==> config.mk <==
export PLATFORM = sky130hd
export DESIGN_NAME = ipv4_header_validate_parse
export DESIGN_NICKNAME = d
export VERILOG_FILES = /design/src/ipv4hv_pkg.sv /design/src/ipv4_header_validate_parse.sv /design/src/ipv4hv_accum.sv /design/src/ipv4hv_check.sv
export VERILOG_INCLUDE_DIRS = /design/src /design/src/src
export SDC_FILE = /design/constraint.sdc
export NUM_CORES = 1
export LEC_CHECK = 0
export BUFFER_PORTS_ARGS = -buffer_cell sky130_fd_sc_hd__clkbuf_2
export CAP_MARGIN = 5
export CELL_PAD_IN_SITES_DETAIL_PLACEMENT = 0
export CELL_PAD_IN_SITES_GLOBAL_PLACEMENT = 1
export CORE_ASPECT_RATIO = 0.8
export CORE_UTILIZATION = 45
export CTS_CLUSTER_DIAMETER = 50
export DETAILED_ROUTE_END_ITERATION = 12
export GPL_TIMING_DRIVEN = 0
export PLACE_DENSITY_LB_ADDON = 0.1
export SETUP_SLACK_MARGIN = 0.02
export SLEW_MARGIN = 20
export SYNTH_ARGS = -nofsm -noshare
export SYNTH_HDL_FRONTEND = slang
export SYNTH_HIERARCHICAL = 1
export SYNTH_SLANG_ARGS = --single-unit
==> constraint.sdc <==
create_clock -name clk -period 6.1 [get_ports clk]
set_input_delay 0.305 -clock clk [delete_from_list [all_inputs] [get_ports clk]]
set_output_delay 0.305 -clock clk [all_outputs]
set_load 0.02 [all_outputs]
==> src/ipv4_header_validate_parse_macros.svh <==
// ----------------------------------------------------------------------------
// ipv4 header parser assertion macros
// concurrent assertion wrappers on clk, with and without reset masking
// ----------------------------------------------------------------------------
`ifndef IPV4_HEADER_VALIDATE_PARSE_MACROS_SVH
`define IPV4_HEADER_VALIDATE_PARSE_MACROS_SVH

// checked only while out of reset
`define IHV_ASSERT(lbl, prop, msg) \
	lbl: assert property (@(posedge clk) disable iff (!arst_n) (prop)) else $error(msg);

// checked at every edge, reset included
`define IHV_ASSERT_ALWAYS(lbl, prop, msg) \
	lbl: assert property (@(posedge clk) (prop)) else $error(msg);

`endif

==> src/ipv4hv_pkg.sv <==
// ----------------------------------------------------------------------------
// ipv4hv_pkg
// shared types and constants of the ipv4 header validate/parse block
// ----------------------------------------------------------------------------
`default_nettype none

package ipv4hv_pkg;

	localparam int unsigned HDR_BYTES = 20;
	localparam int unsigned POS_W     = $clog2(HDR_BYTES);

	localparam logic [7:0]  VERSION_IHL       = 8'h45;
	localparam logic [7:0]  DSCP_ZERO         = 8'h00;
	localparam logic [15:0] FLAG_DF_MASK      = 16'h4000;
	localparam logic [15:0] FLAG_OTHER_MASK   = 16'hBFFF;
	localparam logic [15:0] SUM_GOOD          = 16'hFFFF;
	localparam logic [15:0] COUNT_MAX         = 16'hFFFF;
	localparam logic [15:0] MAX_PAYLOAD_RESET = 16'd65515;

	typedef enum logic [3:0] {
		VERDICT_OK        = 4'd0,
		VERDICT_SHORT     = 4'd1,
		VERDICT_VERSION   = 4'd2,
		VERDICT_DSCP      = 4'd3,
		VERDICT_LENGTH    = 4'd4,
		VERDICT_FRAGMENT  = 4'd5,
		VERDICT_TTL_ZERO  = 4'd6,
		VERDICT_CHECKSUM  = 4'd7,
		VERDICT_TOO_LARGE = 4'd8
	} verdict_t;

	// packet state as it stands once the current byte is taken in
	typedef struct packed {
		logic [HDR_BYTES-1:0][7:0] hdr;
		logic [15:0]               count;
		logic                      ovf;
		logic [15:0]               sum;
	} pkt_view_t;

	typedef struct packed {
		verdict_t    verdict;
		logic [31:0] src;
		logic [31:0] dst;
		logic [7:0]  proto;
		logic [7:0]  ttl;
		logic [15:0] ident;
		logic        df;
		logic [15:0] payload;
	} result_t;

endpackage

`default_nettype wire

==> src/ipv4_header_validate_parse.sv <==
// ----------------------------------------------------------------------------
// ipv4_header_validate_parse
// byte-wide ipv4 header checker and field parser, top level
// ----------------------------------------------------------------------------
// A packet enters one byte per transaction, with last_byte on its final byte,
// and one byte can be taken every cycle unless the input stalls. Each byte is
// held in an input register. The edge that moves it on updates the count,
// header store and checksum sum and, on a final byte, loads the verdict and
// header fields into the result register and raises result_valid; the
// result can be taken at the next edge. The input stalls only when a final
// byte finds the result register still holding an untaken result.
// max_payload is written through cfg_we/cfg_wdata and resets to 65515. The
// user writes it only while the block is idle; the block does not enforce it.
`default_nettype none

`include "ipv4_header_validate_parse_macros.svh"

module ipv4_header_validate_parse (
	input  wire logic        clk,
	input  wire logic        arst_n,
	input  wire logic        cfg_we,
	input  wire logic [15:0] cfg_wdata,
	input  wire logic        byte_valid,
	output logic             byte_stall,
	input  wire logic [7:0]  data_byte,
	input  wire logic        last_byte,
	output logic             result_valid,
	input  wire logic        result_stall,
	output logic [3:0]       verdict,
	output logic [31:0]      source_address,
	output logic [31:0]      destination_address,
	output logic [7:0]       protocol_number,
	output logic [7:0]       hop_limit,
	output logic [15:0]      ident,
	output logic             no_fragment,
	output logic [15:0]      payload_length
);
	import ipv4hv_pkg::*;

	logic [15:0] max_pl_q;
	logic        valid_s1;
	logic [7:0]  data_s1;
	logic        last_s1;
	logic        adv_s1;
	pkt_view_t   view;
	result_t     res;
	result_t     result_q;

	always_ff @(posedge clk or negedge arst_n) begin
		if (!arst_n) begin
			max_pl_q <= MAX_PAYLOAD_RESET;
		end else if (cfg_we) begin
			max_pl_q <= cfg_wdata;
		end
	end

	// non-final bytes never wait on the result side
	assign adv_s1     = valid_s1 && (!last_s1 || !result_valid || !result_stall);
	assign byte_stall = valid_s1 && !adv_s1;

	always_ff @(posedge clk or negedge arst_n) begin
		if (!arst_n) begin
			valid_s1 <= 1'b0;
		end else if (byte_valid && !byte_stall) begin
			valid_s1 <= 1'b1;
		end else if (adv_s1) begin
			valid_s1 <= 1'b0;
		end
	end

	always_ff @(posedge clk) begin
		if (byte_valid && !byte_stall) begin
			data_s1 <= data_byte;
			last_s1 <= last_byte;
		end
	end

	ipv4hv_accum u_accum (
		.clk     (clk),
		.arst_n  (arst_n),
		.advance (adv_s1),
		.data_s1 (data_s1),
		.last_s1 (last_s1),
		.view    (view)
	);

	ipv4hv_check u_check (
		.view        (view),
		.max_payload (max_pl_q),
		.res         (res)
	);

	always_ff @(posedge clk or negedge arst_n) begin
		if (!arst_n) begin
			result_valid <= 1'b0;
		end else if (adv_s1 && last_s1) begin
			result_valid <= 1'b1;
		end else if (!result_stall) begin
			result_valid <= 1'b0;
		end
	end

	always_ff @(posedge clk) begin
		if (adv_s1 && last_s1) begin
			result_q <= res;
		end
	end

	assign verdict             = result_q.verdict;
	assign source_address      = result_q.src;
	assign destination_address = result_q.dst;
	assign protocol_number     = result_q.proto;
	assign hop_limit           = result_q.ttl;
	assign ident               = result_q.ident;
	assign no_fragment         = result_q.df;
	assign payload_length      = result_q.payload;

	`IHV_ASSERT_ALWAYS(a_idle_in_reset, !arst_n |-> !result_valid, "result valid during reset")
	`IHV_ASSERT(a_result_from_last, $rose(result_valid) |-> $past(adv_s1 && last_s1),
		"result appeared without a final byte")
	`IHV_ASSERT(a_stall_cause,
		byte_stall |-> (valid_s1 && last_s1 && result_valid && result_stall),
		"input stalled without a blocked final byte")
	`IHV_ASSERT(a_payload_only_ok,
		(result_valid && verdict != VERDICT_OK) |-> payload_length == 16'd0,
		"payload length given on a failed verdict")

endmodule

`default_nettype wire

==> src/ipv4hv_accum.sv <==
// ----------------------------------------------------------------------------
// ipv4hv_accum
// byte counter, header byte store and running ones'-complement header sum
// ----------------------------------------------------------------------------
`default_nettype none

module ipv4hv_accum (
	input  wire logic                  clk,
	input  wire logic                  arst_n,
	input  wire logic                  advance,
	input  wire logic [7:0]            data_s1,
	input  wire logic                  last_s1,
	output ipv4hv_pkg::pkt_view_t      view
);
	import ipv4hv_pkg::*;

	logic [15:0]      count_q;
	logic             ovf_q;
	logic [15:0]      sum_q;
	logic [7:0]       high_q;
	logic [7:0]       hdr_q [HDR_BYTES];

	logic             in_hdr;
	logic [POS_W-1:0] pos;
	logic [16:0]      sum_wide;
	logic [15:0]      sum_fold;
	logic [15:0]      sum_nxt;
	logic [7:0]       high_nxt;
	logic             at_max;

	assign in_hdr   = count_q < 16'(HDR_BYTES);
	assign pos      = count_q[POS_W-1:0];
	assign at_max   = count_q == COUNT_MAX;
	assign sum_wide = {1'b0, sum_q} + {1'b0, high_q, data_s1};
	// end-around carry
	assign sum_fold = sum_wide[15:0] + {15'd0, sum_wide[16]};

	always_comb begin
		sum_nxt  = sum_q;
		high_nxt = high_q;
		if (in_hdr) begin
			if (!pos[0]) begin
				high_nxt = data_s1;
			end else begin
				sum_nxt = sum_fold;
			end
		end
		for (int i = 0; i < HDR_BYTES; i++) begin
			view.hdr[i] = (in_hdr && pos == POS_W'(i)) ? data_s1 : hdr_q[i];
		end
		view.count = at_max ? count_q : count_q + 16'd1;
		view.ovf   = ovf_q | at_max;
		view.sum   = sum_nxt;
	end

	always_ff @(posedge clk or negedge arst_n) begin
		if (!arst_n) begin
			count_q <= '0;
			ovf_q   <= 1'b0;
			sum_q   <= '0;
			high_q  <= '0;
		end else if (advance) begin
			if (last_s1) begin
				count_q <= '0;
				ovf_q   <= 1'b0;
				sum_q   <= '0;
				high_q  <= '0;
			end else begin
				count_q <= view.count;
				ovf_q   <= view.ovf;
				sum_q   <= sum_nxt;
				high_q  <= high_nxt;
			end
		end
	end

	always_ff @(posedge clk) begin
		if (advance && in_hdr) begin
			hdr_q[pos] <= data_s1;
		end
	end

endmodule

`default_nettype wire

==> src/ipv4hv_check.sv <==
// ----------------------------------------------------------------------------
// ipv4hv_check
// header checks in priority order and field extraction for the final byte
// ----------------------------------------------------------------------------
`default_nettype none

module ipv4hv_check (
	input  wire ipv4hv_pkg::pkt_view_t view,
	input  wire logic [15:0]           max_payload,
	output ipv4hv_pkg::result_t        res
);
	import ipv4hv_pkg::*;

	logic        short_pkt;
	logic [15:0] total_len;
	logic [15:0] flags;
	logic [15:0] payload;
	verdict_t    verdict;

	assign short_pkt = !view.ovf && (view.count < 16'(HDR_BYTES));
	assign total_len = {view.hdr[2], view.hdr[3]};
	assign flags     = {view.hdr[6], view.hdr[7]};
	assign payload   = view.count - 16'(HDR_BYTES);

	always_comb begin
		if (view.hdr[0] != VERSION_IHL) begin
			verdict = VERDICT_VERSION;
		end else if (view.hdr[1] != DSCP_ZERO) begin
			verdict = VERDICT_DSCP;
		end else if (view.ovf || total_len != view.count) begin
			verdict = VERDICT_LENGTH;
		end else if ((flags & FLAG_OTHER_MASK) != 16'd0) begin
			verdict = VERDICT_FRAGMENT;
		end else if (view.hdr[8] == 8'd0) begin
			verdict = VERDICT_TTL_ZERO;
		end else if (view.sum != SUM_GOOD) begin
			verdict = VERDICT_CHECKSUM;
		end else if (payload > max_payload) begin
			verdict = VERDICT_TOO_LARGE;
		end else begin
			verdict = VERDICT_OK;
		end

		if (short_pkt) begin
			res         = '0;
			res.verdict = VERDICT_SHORT;
		end else begin
			res.verdict = verdict;
			res.src     = {view.hdr[12], view.hdr[13], view.hdr[14], view.hdr[15]};
			res.dst     = {view.hdr[16], view.hdr[17], view.hdr[18], view.hdr[19]};
			res.proto   = view.hdr[9];
			res.ttl     = view.hdr[8];
			res.ident   = {view.hdr[4], view.hdr[5]};
			res.df      = (flags & FLAG_DF_MASK) != 16'd0;
			res.payload = (verdict == VERDICT_OK) ? payload : 16'd0;
		end
	end

endmodule

`default_nettype wire
# ---- Word level (Yosys, flattened, before mapping)
# Memories as Yosys holds them, arrays and structs flattened. A register that Yosys moved wholly into a read port is not among the register bits.
# Index checks and enable logic that the tools add are counted.
dict set report totals {
  elab_cells 95
  out_inout_bits 119
  register_bits 97
  mem_bits_rw 160
  n_memories 1
  inputBits 30
}
# memory depth word_bits read_ports rd_ports_with_merged_regs wr line_no
set mem_list {}
lappend mem_list {u_accum.hdr_q 20 8 18 11 1 ipv4hv_accum.sv:21} ;# logic [7:0] hdr_q [HDR_BYTES];
dict set report op_classes {
  n_reduce_logical 31
  order_cmp 3
  n_bitwise 2
  mux 29
  n_eq_ne 12
  add_sub_neg 4
}
# operator n
set ops {}
lappend ops {{two-way mux 16 bit} 5}
lappend ops {{two-way mux 8 bit} 10}
lappend ops {{< comparator 16 x 5 -> 1 bit (second input constant)} 2}
lappend ops {{two-way mux 4 bit} 7}
lappend ops {{adder 16 x 16 -> 17 bit} 1}
lappend ops {{adder 16 x 1 -> 16 bit} 1}
lappend ops {{adder 16 x 1 -> 16 bit (second input constant)} 1}
lappend ops {{== test 16 bit (second input constant)} 1}
lappend ops {{> comparator 16 bit} 1}
lappend ops {{!= test 16 bit} 1}
lappend ops {{!= test 16 bit (second input constant)} 1}
lappend ops {{nonzero test 16 bit} 1}
lappend ops {{subtractor 16 x 5 -> 16 bit (second input constant)} 1}
lappend ops {{logical AND 1 bit} 13}
lappend ops {{== test 5 x 2 -> 1 bit (second input constant)} 2}
lappend ops {{== test 5 x 3 -> 1 bit (second input constant)} 2}
lappend ops {{zero test 8 bit} 1}
lappend ops {{!= test 8 x 7 -> 1 bit (second input constant)} 1}
lappend ops {{nonzero test 8 bit} 1}
lappend ops {{two-way mux 1 bit} 7}
lappend ops {{zero test 1 bit} 6}
lappend ops {{== test 5 x 1 -> 1 bit (second input constant)} 1}
lappend ops {{== test 5 x 4 -> 1 bit (second input constant)} 1}
lappend ops {{zero test 5 bit} 1}
lappend ops {{9 further kinds} 12}

# ---- Longest topological paths before layout
# Gate-level depths: netlist (run 1).
dict set report logic_depth {
  word_depth 14
  depth_mapped 22
  mapped_depth_nobuf 21
}

# ---- Cells and area by module
# Netlist (run 1), hierarchy kept.
# mod area_each_um2 instances cells_each seq_area_each_um2
set modules_own_cells {}
lappend modules_own_cells {ipv4hv_accum 10334.9 1 800 5830.6}
lappend modules_own_cells {ipv4_header_validate_parse 4549.4 1 172 4251.6}
lappend modules_own_cells {ipv4hv_check 1880.6 1 275 0.0}

# ---- Worst setup path after synthesis (run 1)
# Ideal clock, no wire load.
dict set report synth_timing {
  kind {flip-flop to flip-flop}
  start {register result_valid}
  end {register, netlist name destination_address[0]}
  path_slack_ps -710
  required_ps 5468
  arrival_ps 6178
  setup_ps 632
  period_less_slack_ps 6810
  path_stages_with_launch 2
  path_buffers 0
  cell_sequence {dfrtp_1 > a21oi_1}
}
dict set report synth_via {
  elab_chain_cells 5
}
# element line_no
set synth_rtl {}
lappend synth_rtl {{from (decl)} ipv4_header_validate_parse.sv:27} ;# output logic result_valid,
lappend synth_rtl {{from (signal assigned)} ipv4_header_validate_parse.sv:95} ;# result_valid <= 1'b0;
lappend synth_rtl {{from (signal assigned)} ipv4_header_validate_parse.sv:97} ;# result_valid <= 1'b1;
lappend synth_rtl {{from (signal assigned)} ipv4_header_validate_parse.sv:99} ;# result_valid <= 1'b0;
lappend synth_rtl {{zero test 1 bit} ipv4_header_validate_parse.sv:58} ;# assign adv_s1 = valid_s1 && (!last_s1 || !result_valid || !result_stall);
lappend synth_rtl {{logical OR 1 bit (2 in series)} ipv4_header_validate_parse.sv:58}
lappend synth_rtl {{logical AND 1 bit} ipv4_header_validate_parse.sv:58}
lappend synth_rtl {{logical AND 1 bit} ipv4_header_validate_parse.sv:104} ;# if (adv_s1 && last_s1) begin
# Every way passes these cells.
# A chain may end at the register's enable or synchronous reset.

==> results of run 1 <==
[worst min path at each step]
stage | end | cells after the start | from
floorplan | max_pl_q[2] | 0 | arst_n
global placement | last_s1 | 1 | last_byte
detailed placement | max_pl_q[4] | 1 | arst_n
CTS | max_pl_q[3] | 2 | cfg_wdata[3]
global route | max_pl_q[2] | 2 | cfg_wdata[2]
finish | max_pl_q[3] | 2 | cfg_wdata[3]
[layout make-up]
cell class	count	area, sq um
fillers	3003	15700
flip-flops and latches	329	9600
multi-input cells	789	6160
repair buffers	198	1370
clock buffers	50	1020
well taps	472	591
plain buffers	60	268
clock inverters	20	141
inverters	33	124
[registers in the layout (all words and copies together) (netlist names), 16 cells and up]
register             count
destination_address     32
ident                   16
max_pl_q                16
payload_length          16
source_address          32
u_accum/count_q         16
u_accum/hdr_q          144
u_accum/sum_q           16
[metrics by stage]
stage | instance area (sq um) | setup TNS [ps]
finish | 19300 | 0
global route | 19300 | -4.94
CTS | 19200 | 0
detailed placement | 17700 | -15750
global placement | 17400 | -17910
floorplan | 16100 | 0
[repair_timing]
action / CTS / global route
hold buffers: 22 / 0
pin swaps: 0 / 3
buffers inserted: 8 / 8
gates resized for setup: 7 / 7
hold endpoints to repair: 77 / 0
setup endpoints to repair: 20 / 16
[power by group]
group | switching [W] | internal [W] | leakage (nW)
clock network | 0.000923 | 0.00120 | 0.556
logic | 0.000678 | 0.000457 | 3.48
registers | 0.0000762 | 0.00257 | 3.25
total | 0.00168 | 0.00422 | 7.28
[layer usage]
metal | global-route usage [%] | share of wire (%) | wire [um] | up-vias
li1 | - | - | - | 5004
met2 | 34.2 | 44 | 18200 | 310
met3 | 3.49 | 6.2 | 2550 | 35
met5 | 0 | 0 | 0 | -
met4 | 4.01 | 0.94 | 387 | 0
met1 | 34.9 | 49 | 20200 | 5345
[worst reg2reg max path: stages (launching register included)]
cell       delay (ps)
edfxtp_1          480
ha_1              280
fa_1              420
a21o_1            210
a311o_2           430
a2111oi_2         340
nor3_1            150
a21oi_1           170
o21bai_1          160
ha_1              260
ha_1              190
and2_1            170
nand4_1           180
nand3b_1          220
nor2_1             90
xor2_1            200
o21ai_2           210
nand4_1           180
nor4_4            380
a21boi_4          280
nand4b_4          190
buf_6             220
nor4_1            260
==> impl_metrics.env, run 1 <==
export IMPL_result_of_the_run="finished clean"
export IMPL_drive_gt1_share_pct=30.5
export IMPL_floorplan_die_width_um=213
export IMPL_detailroute_via_count=10700
export IMPL_clk_transition_reported_paths_ps=60
export IMPL_rsz0062_at_grt="yes"
export IMPL_floorplan_die_area_sq_um=36500
export IMPL_cp_cell_sequence="ha_1, fa_1, a21o_1, a311o_2, a2111oi_2, nor3_1, a21oi_1, o21bai_1, ha_1, ha_1, and2_1, nand4_1, nand3b_1, nor2_1, xor2_1, o21ai_2, nand4_1, nor4_4, a21boi_4, nand4b_4, buf_6, nor4_1"
export IMPL_floorplan_initialDensity_pct=46.0
export IMPL_total_leakage_power_nw=7.28
export IMPL_num_antenna_cells=0
export IMPL_grt_pass1_wl_um=61300
export IMPL_drv_cap=0
export IMPL_final_period_minus_worst_setup_slack_ps=5890
export IMPL_cts_buffer_depth=3
export IMPL_fin_nets=1520
export IMPL_reg2reg_depth=22
export IMPL_non_filler_instance_count_after_layout=1951
export IMPL_dpl_cell_count=1843
export IMPL_final_cell_mix="270 x edfxtp_1, 155 x mux2_2, 146 x clkbuf_2, 105 x nor2b_1, 70 x nand2_1"
export IMPL_netlist_area_sq_um=16100
export IMPL_irDropWorstVdd_mv=0.180
export IMPL_number_of_drc_markers_after_the_initial_detailed_route_iteration=710
export IMPL_synthesis_instances=1211
export IMPL_finalMaxSlewViolations=0
export IMPL_row_count=61
export IMPL_reg2reg_setup_slack_ps=210
export IMPL_drc=0
export IMPL_power_density_nw_per_um2=306
export IMPL_preCtsSetupSlack_ps=-1040
export IMPL_gp_weighted_congestion=0.833
export IMPL_syn_area_per_cell_sq_um=13.3
export IMPL_worst_setup_startpoint="data_s1[0]"
export IMPL_fmax_ghz=0.170
export IMPL_io_buffer_count=147
export IMPL_grt_max_degree=48
export IMPL_count_of_synthesis_stage_warnings_from_yosys=6
export IMPL_critical_path_max_fanout=10
export IMPL_htree_levels=2
export IMPL_floorplan_core_area_sq_um=35000
export IMPL_drt_first_pass_iters=5
export IMPL_clk_root_buffer_cell="clkbuf_16"
export IMPL_timing_critical_path_slowest_stage_cell="edfxtp_1"
export IMPL_first_global_vias=10100
export IMPL_timing_setup_critical_path_class="flip-flop to flip-flop"
export IMPL_end_kind="flip-flop"
export IMPL_number_of_sinks_driven_by_the_clock_tree=329
export IMPL_synth_net_count=1282
export IMPL_relSlewSlack_pct=10.9
export IMPL_final_util_pct=55.1
export IMPL_worst_endpoint_arrival_ps=6200
export IMPL_path_depth=22
export IMPL_antenna_found_initial=1
export IMPL_io_pins=149
export IMPL_fin_crit_sh_pct=96.5
export IMPL_max_slew_worst_pin_slew_ps=1320
export IMPL_r2r_end="payload_length[2]"
export IMPL_timing_critical_path_max_delay_family="compound AO/OA/AOI/OAI gates"
export IMPL_routed_via_density=5.48
export IMPL_place_detailed_hpwl_um=28600
export IMPL_dieHeight_um=171
export IMPL_grt_overflow_total=0
export IMPL_critical_path_rt_ps=6410
export IMPL_finalHoldViolCount=0
export IMPL_synthToLayoutAreaGrowth_pct=19.8
export IMPL_grt_total_usage_pct=22.8
export IMPL_final_critical_path_setup_slack_ps=212
export IMPL_total_power_w=0.00590
export IMPL_timing_critical_path_mode_cell="ha_1"
export IMPL_antenna_violating_nets_post_route=0
export IMPL_setup_viol=0
export IMPL_clk_latency_ps=550
export IMPL_average_wire_per_standard_cell_um=21.2
export IMPL_min_delay_path_class="input pin to flip-flop"
export IMPL_cts_tree="built"
export IMPL_worst_setup_path_start_kind="flip-flop"
export IMPL_cts_bufs_inserted=38
export IMPL_routed_wirelength_um=41300
export IMPL_timing_critical_path_to="payload_length[2]"
export IMPL_finClkSkew_ps=31.4
export IMPL_critical_path_max_stage_delay_ps=480
export IMPL_final_common_cell="edfxtp_1"
export IMPL_finalHoldWorstSlack_ps=17.0
export IMPL_cp_num_buf_inv=1
export IMPL_worst_r2r_startpoint="data_s1[0]"
(Power assumes the default switching activity.)
==> run 2: changes to the inputs <==
GPL_TIMING_DRIVEN = unset   (was 0)
PLACE_DENSITY = 0.83   (was unset)
PLACE_DENSITY_LB_ADDON = unset   (was 0.1)
==> run 2 against run 1 <==
  * Clock-buffer cell count down 9
  * Final area fell by 3.1%
  * Register-to-register slack better by 80 ps
  * Non-clock buffer count decreased by 71
  * Largest cell class unchanged
  * Utilization is 1.7 points lower
  * Critical path depth decreased by 1
  * Via count is 4.3% lower
  * Global-route usage fell by 3.2 points
  * Die area did not move
  * Clock skew shrank 19 ps
  * Worst setup slack improved by 84 ps
==> impl_metrics.env, run 2 (synthesis gave the netlist of run 1 again) <==
export IMPL_setup_viol=0
export IMPL_relSlewSlack_pct=40.3
export IMPL_finalMaxSlewViolations=0
export IMPL_finalHoldViolCount=0
export IMPL_largest_register="u_accum/hdr_q"
export IMPL_drt_first_pass_iters=5
export IMPL_place_detailed_hpwl_um=23000
export IMPL_critical_path_rt_ps=6450
export IMPL_grt_pass1_wl_um=55200
export IMPL_critical_path_max_fanout=15
export IMPL_floorplan_die_area_sq_um=36500
export IMPL_floorplan_die_width_um=213
export IMPL_worst_setup_path_start_kind="flip-flop"
export IMPL_fin_crit_sh_pct=95.2
export IMPL_num_antenna_cells=0
export IMPL_row_count=61
export IMPL_drv_cap=0
export IMPL_hp_start="cfg_wdata[9]"
export IMPL_detailroute_via_count=10200
export IMPL_seq_area_sq_um=9600
export IMPL_drive_gt1_share_pct=30.3
export IMPL_non_filler_instance_count_after_layout=1874
export IMPL_number_of_sinks_driven_by_the_clock_tree=329
export IMPL_min_to="max_pl_q[9]"
export IMPL_fillCellCount=2913
export IMPL_irDropWorstVdd_mv=0.159
export IMPL_reg2reg_depth=21
export IMPL_number_of_drc_markers_after_the_initial_detailed_route_iteration=776
export IMPL_fin_nets=1448
export IMPL_multiInputGateArea_sq_um=6120
export IMPL_final_common_cell="edfxtp_1"
export IMPL_floorplan_initialDensity_pct=46.0
export IMPL_worst_r2r_startpoint="data_s1[0]"
export IMPL_worst_hold_path_stage_count=2
export IMPL_grt_total_usage_pct=19.6
export IMPL_io_pins=149
export IMPL_cts_buffer_depth=3
export IMPL_routed_via_density=5.46
export IMPL_grt_max_degree=118
export IMPL_first_global_vias=9865
export IMPL_largest_register_ffs=144
export IMPL_antenna_violating_nets_post_route=0
export IMPL_clk_root_buffer_cell="clkbuf_16"
export IMPL_floorplan_core_area_sq_um=35000
export IMPL_reg2reg_setup_slack_ps=300
export IMPL_finClkSkew_ps=12.8
export IMPL_worst_endpoint_arrival_ps=6150
export IMPL_final_period_minus_worst_setup_slack_ps=5800
export IMPL_timing_setup_critical_path_class="flip-flop to flip-flop"
export IMPL_final_util_pct=53.4
export IMPL_result_of_the_run="finished clean"
export IMPL_synthToLayoutAreaGrowth_pct=16.1
export IMPL_antenna_found_initial=0
export IMPL_rsz0062_at_grt="yes"
export IMPL_dpl_cell_count=1789
export IMPL_cts_bufs_inserted=37
export IMPL_gp_weighted_congestion=0.869
export IMPL_min_delay_path_class="input pin to flip-flop"
export IMPL_io_buffer_count=148
export IMPL_fmax_ghz=0.172
export IMPL_max_slew_worst_pin_slew_ps=894
export IMPL_end_kind="flip-flop"
export IMPL_power_density_nw_per_um2=312
export IMPL_r2r_end="payload_length[9]"
export IMPL_clk_transition_reported_paths_ps=60
export IMPL_htree_levels=2
export IMPL_final_setup_tns_ps=0
export IMPL_clk_latency_ps=540
export IMPL_routed_wirelength_um=35700
export IMPL_drc=0
export IMPL_average_wire_per_standard_cell_um=19.0
export IMPL_total_leakage_power_nw=7.04
export IMPL_dieHeight_um=171
export IMPL_grt_overflow_total=0
export IMPL_cts_setup_buffers=0
export IMPL_final_cell_mix="270 x edfxtp_1, 155 x mux2_2, 148 x clkbuf_2, 105 x nor2b_1, 71 x nand2_1"
export IMPL_cts_tree="built"
[run 2: stage by stage]
step	setup WS [ps]	hold slack, ps	area (sq um)	power, W
2_1_floorplan	918	9.41	16100	0.00346
3_3_place_gp	219	482	17300	0.00372
3_5_place_dp	22.8	487	17300	0.00374
4_1_cts	26.9	0.863	18700	0.00585
5_1_grt	15.1	11.7	18700	0.00605
6_report	295	16.9	18700	0.00582
[run 2: critical path: stages, from the launching register on]
cell	delay [ps]
edfxtp_1	390
ha_1	240
fa_1	410
a21o_1	220
a311o_2	460
a2111oi_0	450
nor3_1	170
a21oi_1	170
o21bai_1	80
ha_1	210
ha_1	190
and2_1	170
nand4_1	150
nand3b_1	200
nor2_1	80
xor2_1	170
o21ai_0	190
nand4_1	150
nor4_2	340
a21boi_1	450
nand4b_4	360
nor4b_1	360
[run 2: worst max-delay path by stage]
| stage | from | endpoint | slack (ps) | depth (start not counted) |
|---|---|---|---|---|
| 5_1_grt | data_s1[0] | payload_length[4] | 20 | 21 |
| 6_report | data_s1[0] | payload_length[9] | 300 | 21 |
| 4_1_cts | data_s1[0] | payload_length[9] | 30 | 21 |
| 3_3_place_gp | data_s1[0] | payload_length[9] | 220 | 21 |
| 2_1_floorplan | data_s1[0] | payload_length[0] | 920 | 22 |
| 3_5_place_dp | data_s1[0] | payload_length[9] | 20 | 21 |
[run 2: report_power, final]
part / internal (W) / total [W] / switching [W]
clock: 0.00119 / 0.00210 / 0.000903
combinational: 0.000422 / 0.00107 / 0.000647
sequential: 0.00257 / 0.00266 / 0.0000868
[run 2: what timing repair did]
action / 4_1_cts / 5_1_grt
gates resized for setup: 0 / 3
setup endpoints to repair: 0 / 17
endpoints found under the hold margin: 65 / 0
hold buffers: 21 / 0
[run 2: routing by layer]
metal	part of all wire [%]	vias to the layer above	GRT usage, %
met4	1.5	0	4.69
met5	0	-	0
met3	5.1	43	3.16
met2	45	294	30.7
met1	48	5048	28.3
li1	-	4845	-
[run 2: final cells by class]
| cell class | instances | share of cell area [%] |
|---|---|---|
| flip-flops and latches | 329 | 51.4 |
| multi-input cells | 789 | 32.8 |
| repair buffers | 187 | 5.88 |
| clock buffers | 41 | 5.15 |
| well taps | 472 | 3.16 |
| clock inverters | 23 | 0.965 |
| inverters | 33 | 0.663 |
